**src/design/apbu_pkg.sv**
```systemverilog
// Shared types and constants for the ARGB pixel blend unit.
// No dependencies; imported by every module of the block.
`default_nettype none

package apbu_pkg;

	// blend_mode codes
	localparam logic [2:0] MODE_TRANS        = 3'd0;
	localparam logic [2:0] MODE_ADD_ALPHA    = 3'd1;
	localparam logic [2:0] MODE_OPAQUE       = 3'd2;
	localparam logic [2:0] MODE_COLORIZE     = 3'd3;
	localparam logic [2:0] MODE_COLORIZE_LIT = 3'd4;

	// configuration register indexes
	localparam logic CFG_MODE   = 1'b0;
	localparam logic CFG_AMOUNT = 1'b1;

	localparam int NUM_W  = 24;   // colorize numerator
	localparam int DEN_W  = 16;   // colorize denominator
	localparam int QUO_W  = 9;    // quotient before saturation
	localparam int LVL_W  = 16;   // level in units of 1/250
	localparam int STEPS  = 3;    // quotient bits resolved per divider stage

	localparam logic [31:0] RB_MASK  = 32'h00FF00FF;
	localparam logic [31:0] G_MASK   = 32'h0000FF00;
	localparam logic [31:0] RGB_MASK = 32'h00FFFFFF;
	localparam logic [31:0] A_MASK   = 32'hFF000000;

	localparam logic [15:0] LIT_DIV  = 16'd250;
	localparam logic [16:0] LIT_BIAS = 17'd63750;  // 255 * 250
	localparam logic [7:0]  LIT_HALF = 8'd125;

	typedef struct packed {
		logic [NUM_W-1:0] rem;
		logic [QUO_W-1:0] quo;
	} div_lane_t;

	typedef struct packed {
		div_lane_t [2:0]  lane;    // 2 red, 1 green, 0 blue
		logic [DEN_W-1:0] den;
		logic             use_div;
		logic [7:0]       alpha;
		logic [31:0]      plain;
	} div_word_t;

endpackage

`default_nettype wire

```
**src/design/apbu_if.sv**
```systemverilog
// Stream interfaces of the ARGB pixel blend unit: pixel pair in, blended pixel out.
// No dependencies.
`default_nettype none

interface apbu_pix_if;
	logic        valid;
	logic        ready;
	logic [31:0] src_pixel;
	logic [31:0] dst_pixel;

	modport source (output valid, output src_pixel, output dst_pixel, input ready);
	modport sink   (input valid, input src_pixel, input dst_pixel, output ready);
endinterface

interface apbu_res_if;
	logic        valid;
	logic        ready;
	logic [31:0] out_pixel;

	modport source (output valid, output out_pixel, input ready);
	modport sink   (input valid, input out_pixel, output ready);
endinterface

`default_nettype wire

```
**src/design/argb_pixel_blend_unit.sv**
```systemverilog
// ARGB pixel blend unit, top level: config registers, front end, divider, output pack.
// Pipeline: five register stages, stages 1-2 in apbu_front and stages 3-5 in apbu_divider.
// Throughput: one transaction per clock; stalls back up stage by stage, bubbles collapse.
// Reset: arst_n clears all stage valid bits and sets blend_mode and blend_amount to 0.
// Depends on apbu_pkg, apbu_if, apbu_front and apbu_divider.
`default_nettype none

module argb_pixel_blend_unit import apbu_pkg::*; (
	input  wire logic       clk,
	input  wire logic       arst_n,
	apbu_pix_if.sink        pixels,
	apbu_res_if.source      blended,
	input  wire logic       cfg_we,
	input  wire logic       cfg_index,
	input  wire logic [7:0] cfg_wdata
);

	// Configuration. Writes must only land while the pipe is empty; the user must keep to
	// this, the block does not enforce it. The mode and amount are sampled once, in stage 1, and travel no further.
	logic [2:0] blend_mode_q;
	logic [7:0] blend_amount_q;

	always_ff @(posedge clk or negedge arst_n) begin
		if (!arst_n) begin
			blend_mode_q   <= MODE_TRANS;
			blend_amount_q <= 8'd0;
		end else if (cfg_we) begin
			unique case (cfg_index)
				CFG_MODE:   blend_mode_q   <= cfg_wdata[2:0];
				CFG_AMOUNT: blend_amount_q <= cfg_wdata;
				default:    ;
			endcase
		end
	end

	// Stages 1-2: maxima, level, the non-colorize modes (finished here and
	// carried in .plain), and numerator sc*L + 125*vs per lane.
	logic      front_valid, front_ready;
	div_word_t front_word;

	apbu_front u_front (
		.clk      (clk),
		.arst_n   (arst_n),
		.pixels   (pixels),
		.mode     (blend_mode_q),
		.amount   (blend_amount_q),
		.dn_valid (front_valid),
		.dn_ready (front_ready),
		.dn_word  (front_word)
	);

	// Stages 3-5: numerator / (250*vs), nine quotient bits, rounding folded
	// into the numerator so a plain floor gives round half up.
	logic      div_valid;
	div_word_t div_word;

	apbu_divider u_divider (
		.clk      (clk),
		.arst_n   (arst_n),
		.up_valid (front_valid),
		.up_ready (front_ready),
		.up_word  (front_word),
		.dn_valid (div_valid),
		.dn_ready (blended.ready),
		.dn_word  (div_word)
	);

	// Quotient can reach 260 in lit mode with amount above 250: clip to 255.
	function automatic logic [7:0] sat8(input logic [QUO_W-1:0] q);
		return (q > QUO_W'(255)) ? 8'hFF : q[7:0];
	endfunction

	assign blended.valid     = div_valid;
	assign blended.out_pixel = div_word.use_div
	                         ? {div_word.alpha, sat8(div_word.lane[2].quo),
	                            sat8(div_word.lane[1].quo), sat8(div_word.lane[0].quo)}
	                         : div_word.plain;

`ifndef SYNTHESIS
	a_front_hold: assert property (@(posedge clk) disable iff (!arst_n)
		front_valid && !front_ready |=> front_valid && $stable(front_word))
		else $error("front stage lost or changed a stalled transaction");

	a_den_nonzero: assert property (@(posedge clk) disable iff (!arst_n)
		front_valid && front_word.use_div |-> front_word.den != '0)
		else $error("colorize denominator is zero");

	a_rem_below_den: assert property (@(posedge clk) disable iff (!arst_n)
		div_valid && div_word.use_div |->
			(div_word.lane[0].rem < NUM_W'(div_word.den)) &&
			(div_word.lane[1].rem < NUM_W'(div_word.den)) &&
			(div_word.lane[2].rem < NUM_W'(div_word.den)))
		else $error("divider remainder not reduced below denominator");

	a_quo_range: assert property (@(posedge clk) disable iff (!arst_n)
		div_valid && div_word.use_div |->
			(div_word.lane[0].quo <= QUO_W'(260)) &&
			(div_word.lane[1].quo <= QUO_W'(260)) &&
			(div_word.lane[2].quo <= QUO_W'(260)))
		else $error("colorize quotient out of range");
`endif

endmodule

`default_nettype wire

```
**src/design/apbu_front.sv**
```systemverilog
// Front end, stages 1 and 2: channel maxima, level, plain modes, colorize numerators.
// Depends on apbu_pkg and apbu_if.
`default_nettype none

module apbu_front import apbu_pkg::*; (
	input  wire logic        clk,
	input  wire logic        arst_n,
	apbu_pix_if.sink         pixels,
	input  wire logic [2:0]  mode,
	input  wire logic [7:0]  amount,
	output logic             dn_valid,
	input  wire logic        dn_ready,
	output div_word_t        dn_word
);

	function automatic logic [7:0] max3(input logic [7:0] a, input logic [7:0] b,
	                                    input logic [7:0] c);
		logic [7:0] m;
		m = (a > b) ? a : b;
		return (m > c) ? m : c;
	endfunction

	logic [31:0] s, d, dl;
	logic [7:0]  vs, vd, vs_eff;
	logic [7:0]  sc [3];
	logic [7:0]  sc_eff [3];
	logic [16:0] lit_sum;
	logic [LVL_W-1:0] lvl;
	logic [8:0]  n;
	logic [31:0] rb_prod, g_prod, mix;
	logic [8:0]  asum;
	logic [7:0]  asat;
	logic [31:0] plain;

	assign s  = pixels.src_pixel;
	assign d  = pixels.dst_pixel;
	assign dl = d & RGB_MASK;
	assign sc[2] = s[23:16];
	assign sc[1] = s[15:8];
	assign sc[0] = s[7:0];
	assign vs = max3(s[23:16], s[15:8], s[7:0]);
	assign vd = max3(d[23:16], d[15:8], d[7:0]);

	// black source: unit numerator and denominator give round(level / 250)
	assign vs_eff = (vs == 8'd0) ? 8'd1 : vs;
	always_comb begin
		for (int i = 0; i < 3; i++) begin
			sc_eff[i] = (vs == 8'd0) ? 8'd1 : sc[i];
		end
	end

	// lit level: vd*250 - 255*(250 - amount), floored at 0
	assign lit_sum = {9'b0, vd} * 17'd250 + {9'b0, amount} * 17'd255;
	always_comb begin
		if (mode == MODE_COLORIZE_LIT) begin
			lvl = (lit_sum >= LIT_BIAS) ? LVL_W'(lit_sum - LIT_BIAS) : '0;
		end else begin
			lvl = LVL_W'({8'b0, vd} * LIT_DIV);
		end
	end

	// translucent mix in wrapping 32-bit lane arithmetic
	assign n       = (amount == 8'd0) ? 9'd0 : {1'b0, amount} + 9'd1;
	assign rb_prod = ((s & RB_MASK) - (dl & RB_MASK)) * {23'b0, n};
	assign g_prod  = ((s & G_MASK) - (dl & G_MASK)) * {23'b0, n};
	assign mix     = ((((rb_prod >> 8) + dl) & RB_MASK)
	                | (((g_prod >> 8) + (dl & G_MASK)) & G_MASK)
	                | (d & A_MASK));

	assign asum = {1'b0, s[31:24]} + {1'b0, d[31:24]};
	assign asat = asum[8] ? 8'hFF : asum[7:0];

	always_comb begin
		unique case (mode)
			MODE_TRANS:     plain = mix;
			MODE_ADD_ALPHA: plain = {asat, s[23:0]};
			MODE_OPAQUE:    plain = s | A_MASK;
			default:        plain = d;
		endcase
	end

	// stage 1 registers
	logic             v_s1;
	logic [7:0]       vs_s1;
	logic [7:0]       sc_s1 [3];
	logic [LVL_W-1:0] lvl_s1;
	logic [DEN_W-1:0] den_s1;
	logic             use_div_s1;
	logic [7:0]       alpha_s1;
	logic [31:0]      plain_s1;

	// stage 2 registers
	logic      v_s2;
	div_word_t word_s2;

	logic en1, en2;
	assign en2 = !v_s2 || dn_ready;
	assign en1 = !v_s1 || en2;
	assign pixels.ready = en1;

	always_ff @(posedge clk or negedge arst_n) begin
		if (!arst_n) begin
			v_s1 <= 1'b0;
			v_s2 <= 1'b0;
		end else begin
			if (en1) v_s1 <= pixels.valid;
			if (en2) v_s2 <= v_s1;
		end
	end

	always_ff @(posedge clk) begin
		if (en1 && pixels.valid) begin
			vs_s1      <= vs_eff;
			sc_s1      <= sc_eff;
			lvl_s1     <= lvl;
			den_s1     <= DEN_W'({8'b0, vs_eff} * LIT_DIV);
			use_div_s1 <= (mode == MODE_COLORIZE) || (mode == MODE_COLORIZE_LIT);
			alpha_s1   <= d[31:24];
			plain_s1   <= plain;
		end
	end

	always_ff @(posedge clk) begin
		if (en2 && v_s1) begin
			for (int i = 0; i < 3; i++) begin
				word_s2.lane[i].rem <= {16'b0, sc_s1[i]} * {8'b0, lvl_s1}
				                     + {16'b0, vs_s1} * {16'b0, LIT_HALF};
				word_s2.lane[i].quo <= '0;
			end
			word_s2.den     <= den_s1;
			word_s2.use_div <= use_div_s1;
			word_s2.alpha   <= alpha_s1;
			word_s2.plain   <= plain_s1;
		end
	end

	assign dn_valid = v_s2;
	assign dn_word  = word_s2;

endmodule

`default_nettype wire

```
**src/design/apbu_divider.sv**
```systemverilog
// Restoring divider, stages 3 to 5: three quotient bits per stage on all three lanes.
// Depends on apbu_pkg.
`default_nettype none

module apbu_divider import apbu_pkg::*; (
	input  wire logic  clk,
	input  wire logic  arst_n,
	input  wire logic  up_valid,
	output logic       up_ready,
	input  wire div_word_t up_word,
	output logic       dn_valid,
	input  wire logic  dn_ready,
	output div_word_t  dn_word
);

	localparam int TOP3 = QUO_W - 1;
	localparam int TOP4 = QUO_W - 1 - STEPS;
	localparam int TOP5 = QUO_W - 1 - 2 * STEPS;

	// STEPS restoring steps, quotient bits top down to top-STEPS+1
	function automatic div_word_t div_stage(input div_word_t w, input int top);
		div_word_t          r;
		logic [NUM_W:0]     dsh;
		logic [NUM_W:0]     rx;
		r = w;
		for (int i = 0; i < 3; i++) begin
			for (int j = 0; j < STEPS; j++) begin
				dsh = (NUM_W+1)'(w.den) << (top - j);
				rx  = {1'b0, r.lane[i].rem};
				if (rx >= dsh) begin
					r.lane[i].rem = NUM_W'(rx - dsh);
					r.lane[i].quo[top - j] = 1'b1;
				end
			end
		end
		return r;
	endfunction

	logic      v_s3, v_s4, v_s5;
	div_word_t word_s3, word_s4, word_s5;
	logic      en3, en4, en5;

	assign en5 = !v_s5 || dn_ready;
	assign en4 = !v_s4 || en5;
	assign en3 = !v_s3 || en4;
	assign up_ready = en3;

	always_ff @(posedge clk or negedge arst_n) begin
		if (!arst_n) begin
			v_s3 <= 1'b0;
			v_s4 <= 1'b0;
			v_s5 <= 1'b0;
		end else begin
			if (en3) v_s3 <= up_valid;
			if (en4) v_s4 <= v_s3;
			if (en5) v_s5 <= v_s4;
		end
	end

	always_ff @(posedge clk) begin
		if (en3 && up_valid) word_s3 <= div_stage(up_word, TOP3);
		if (en4 && v_s3)     word_s4 <= div_stage(word_s3, TOP4);
		if (en5 && v_s4)     word_s5 <= div_stage(word_s4, TOP5);
	end

	assign dn_valid = v_s5;
	assign dn_word  = word_s5;

endmodule

`default_nettype wire
```
**src/flat_wrapper.sv**
```systemverilog
// flat-port wrapper written by rule: the top's interface ports become plain ports
module argb_pixel_blend_unit_flat import apbu_pkg::*;
  (clk, arst_n, cfg_we, cfg_index, cfg_wdata, pixels_valid, pixels_src_pixel, pixels_dst_pixel, pixels_ready, blended_valid, blended_out_pixel, blended_ready);
  apbu_pix_if pixels_i ();
  apbu_res_if blended_i ();
  input  wire logic clk;
  input  wire logic arst_n;
  input  wire logic cfg_we;
  input  wire logic cfg_index;
  input  wire logic [7:0] cfg_wdata;
  input wire logic [$bits(pixels_i.valid)-1:0] pixels_valid;
  input wire logic [$bits(pixels_i.src_pixel)-1:0] pixels_src_pixel;
  input wire logic [$bits(pixels_i.dst_pixel)-1:0] pixels_dst_pixel;
  output wire logic [$bits(pixels_i.ready)-1:0] pixels_ready;
  output wire logic [$bits(blended_i.valid)-1:0] blended_valid;
  output wire logic [$bits(blended_i.out_pixel)-1:0] blended_out_pixel;
  input wire logic [$bits(blended_i.ready)-1:0] blended_ready;
  assign pixels_i.valid = pixels_valid;
  assign pixels_i.src_pixel = pixels_src_pixel;
  assign pixels_i.dst_pixel = pixels_dst_pixel;
  assign pixels_ready = pixels_i.ready;
  assign blended_valid = blended_i.valid;
  assign blended_out_pixel = blended_i.out_pixel;
  assign blended_i.ready = blended_ready;
  argb_pixel_blend_unit u_core (.clk(clk), .arst_n(arst_n), .pixels(pixels_i), .blended(blended_i), .cfg_we(cfg_we), .cfg_index(cfg_index), .cfg_wdata(cfg_wdata));
endmodule
```
**config.mk**
```make
export PLATFORM = sky130hd
export DESIGN_NAME = argb_pixel_blend_unit_flat
export DESIGN_NICKNAME = d
export VERILOG_FILES = /design/src/design/apbu_pkg.sv /design/src/design/apbu_if.sv /design/src/design/argb_pixel_blend_unit.sv /design/src/design/apbu_front.sv /design/src/design/apbu_divider.sv /design/src/flat_wrapper.sv
export SDC_FILE = /design/constraint.sdc
export NUM_CORES = 2
export LEC_CHECK = 0
export ABC_AREA = 1
export ABC_CLOCK_PERIOD_IN_PS = 7300
export BUFFER_PORTS_ARGS = -buffer_cell sky130_fd_sc_hd__buf_2
export CAP_MARGIN = 40
export CORE_MARGIN = 5
export CORE_UTILIZATION = 46
export CTS_CLUSTER_SIZE = 24
export DETAILED_ROUTE_END_ITERATION = 8
export GPL_ROUTABILITY_DRIVEN = 0
export GPL_TIMING_DRIVEN = 0
export PLACE_DENSITY = 0.75
export SLEW_MARGIN = 20
export SYNTH_ARGS = -nofsm -noshare
export SYNTH_HDL_FRONTEND = slang
export SYNTH_SLANG_ARGS = --single-unit
export TNS_END_PERCENT = 30
```
**constraint.sdc**
```tcl
create_clock -name clk -period 7.3 [get_ports clk]
set_input_delay 0 -clock clk [delete_from_list [all_inputs] [get_ports clk]]
set_output_delay 0 -clock clk [all_outputs]
set_load 0.05 [all_outputs]
```
==> impl_metrics.ini <==
[layout]
syn2layout_area_growth_pct = 19.1
seq_area_um2 = 17900
multiInputGateArea_um2 = 55600
nets = 12000
drive_gt1_share_pct = 14.8
fin_area_um2 = 91800
final_cell_mix = 2226 x nand2_1, 1616 x inv_1, 798 x ha_1
final_common_cell = nand2_1
fillers = 13500
stdcell_count = 12700

[sta]
timing.final.crit_share_pct = 132
hold_violations = 1
rsz0062_at_grt = yes
tightest_slew_ps = 915
skew_ps = 65.2
setup_viol = 129
slew_headroom_pct = 38.4
setup_slack_ps = -2310
final.min_clock_period_ps = 9610
finalHoldWorstSlack_ps = -7.45
fmax_mhz = 104
tns_ps = -84720
drv_slew = 0

[worst_setup_path]
crit_path_end_kind = register
cp_slowest_cell = fa_1
cpPeakStageDelay_ps = 620
cpMostUsedCell = fa_1
worstPathMaxFanout = 6
crit_type = in2reg
required_ps = 7810
start_kind = input port
critPathArrivalTime_ps = 10120

[logic_synthesis]
synthCells = 9708
postSynthAreaPerCell_um2 = 7.94
synthFlopType = edfxtp_1
synth_area_um2 = 77100
synth.ff_latch_count = 597
synth.yosys.seq_area_share_pct = 23.2
syn-num-nets = 11300
synth_edf_count = 581
ys_types = 70
yosysWarnings = 0
async_flop_share_pct = 2.68

[global_route]
grt_max_degree = 104
busiest_layer = met2
antenna_found_initial = 19
use_met1_pct = 31.3
grt_util_all_layers_pct = 26.1
use_met2_pct = 42.7
grt-ovfl-total = 0
grt_util_met3_pct = 5.78
grt_pass1_vias = 69900
grt_pass1_wl_um = 368000

[job]
drv_cap = 0

[die]
pin_count = 112
coreArea_um2 = 167000
fp.dieH_um = 419
rows = 150
dieArea_um2 = 176000
die_w_um = 419
start_util_pct = 46.2

[clock_tree]
cts_inserted_buffers = 61
clock-sinks = 597
clk_pin_slew_ps = 70
max-clock-path-buffers = 3
worstSkewPairLatency_ps = 700
clk_root_buffer_cell = clkbuf_16
cts_tree = yes
htree_levels = 2

[routing]
firstDrtPassIters = 9
dr.first_iter.drc_count = 8612
via_per_inst = 5.78
wl_um = 255000
ant_nets = 0
drc = 382
vias = 73200
wl_per_cell_um = 20.1

[placement]
dpl_worst_slack_ps = -3020
port_buffers = 111
dpl-instance-area_um2 = 81000
hpwlAfterDp_um = 178000
dp.cells = 12000

[status]
outcome = finished with violations
violations = DRC, hold timing, setup timing

[hold_path]
hold_class = in2reg
synth_stat cells (143+ instances only):
master / n / share of area [%]
nand2_1: 2305 / 11
inv_1: 1731 / 8.4
ha_1: 886 / 14
nor2_1: 672 / 3.3
fa_1: 666 / 17
a21oi_1: 634 / 4.1
edfxtp_1: 581 / 23
o21ai_0: 505 / 3.3
nand3_1: 397 / 2.6
xor2_1: 272 / 3.1
xnor2_1: 212 / 2.4
clkbuf_1: 143 / 0.70
cells by family (layout without fill, tap and decap cells):
family	count (synthesis)	in the layout	synth area share, %
AND/OR/NAND/NOR	3702	3702	20.0
buffers and inverters	1953	2706	9.67
adder cells (fa/ha/maj)	1552	1552	31.7
AO/OA/AOI/OAI	1420	1420	10.0
flip-flops	597	597	23.2
XOR/XNOR	484	484	5.50
other	0	16	0
per-stage QoR:
stage          hold WS (ps)  util [%]
6_report              -7.45      55.0
5_1_grt                13.8      55.0
4_1_cts                1.69      52.8
3_5_place_dp           24.7      48.5
3_3_place_gp           20.9      48.3
2_1_floorplan          -296         -
worst max-delay path: cells and delay by family:
family | cells | cell delay [ps]
buffers and inverters | 10 | 1220
and+or+nand+nor | 8 | 930
adders and majority gates | 13 | 5170
xor gates and xnor gates | 3 | 470
AOI/OAI and AO/OA | 10 | 2280
final timing paths:
path,start,to,slack [ps],cells after the start
min,pixels_src_pixel[11],u_core.u_front.vs_s1[3]$_DFFE_PP_,-7,5
max,pixels_dst_pixel[12],u_core.u_front.lvl_s1[4]$_DFFE_PP_,-2310,44
max reg2reg,u_core.u_front.vs_s1[2]$_DFFE_PP_,u_core.u_front.dn_word[87]$_DFFE_PP_,-1260,36
min in group asynchronous,arst_n,u_core.blend_amount_q[7]$_DFFE_PN0P_,330,4
max in group asynchronous,arst_n,u_core.u_divider.dn_valid$_DFFE_PN0P_,6770,4
min reg2reg,u_core.u_front.dn_word[27]$_DFFE_PP_,u_core.u_divider.word_s3[27]$_DFFE_PP_,380,0
area by class of cell:
class / instances / area share, %
diodes: 16 / 0.0436
plain buffers: 198 / 1.32
clock buffers: 72 / 1.73
clock inverters: 42 / 0.506
inverters: 1753 / 7.42
multi-input cells: 7158 / 60.6
flip-flops and latches: 597 / 19.5
well taps: 2204 / 3.00
repair buffers: 641 / 5.93
timing repair:
action                                 CTS  global route
hold buffers                            92             3
gates cloned                             2             0
setup endpoints to repair              201           207
resized for setup                      506           617
endpoints found under the hold margin  144             3
buffers inserted                       238           186
pin swaps                              186           276
registers in the layout (all words and copies together), names as in the netlist, 3 cells and up:
| register | flops |
|---|---|
| u_core.u_front.plain_s1 | 32 |
| u_core.blend_mode_q | 3 |
| u_core.u_front.vs_s1 | 8 |
| u_core.u_divider.word_s3 | 137 |
| u_core.u_divider.dn_word | 68 |
| u_core.u_front.dn_word | 128 |
| u_core.blend_amount_q | 8 |
| u_core.u_front.alpha_s1 | 8 |
| u_core.u_front.den_s1 | 13 |
| u_core.u_front.sc_s1 | 24 |
| u_core.u_front.lvl_s1 | 16 |
| u_core.u_divider.word_s4 | 146 |
metal layers:
layer	wire length [um]	share of wire (%)
met4	22800	8.9
met1	89700	35
met3	28200	11
met2	114000	45
met5	62	0.024
Power is not shown: default switching activity piles up to over one toggle a cycle in this logic, so the estimate is an artifact.
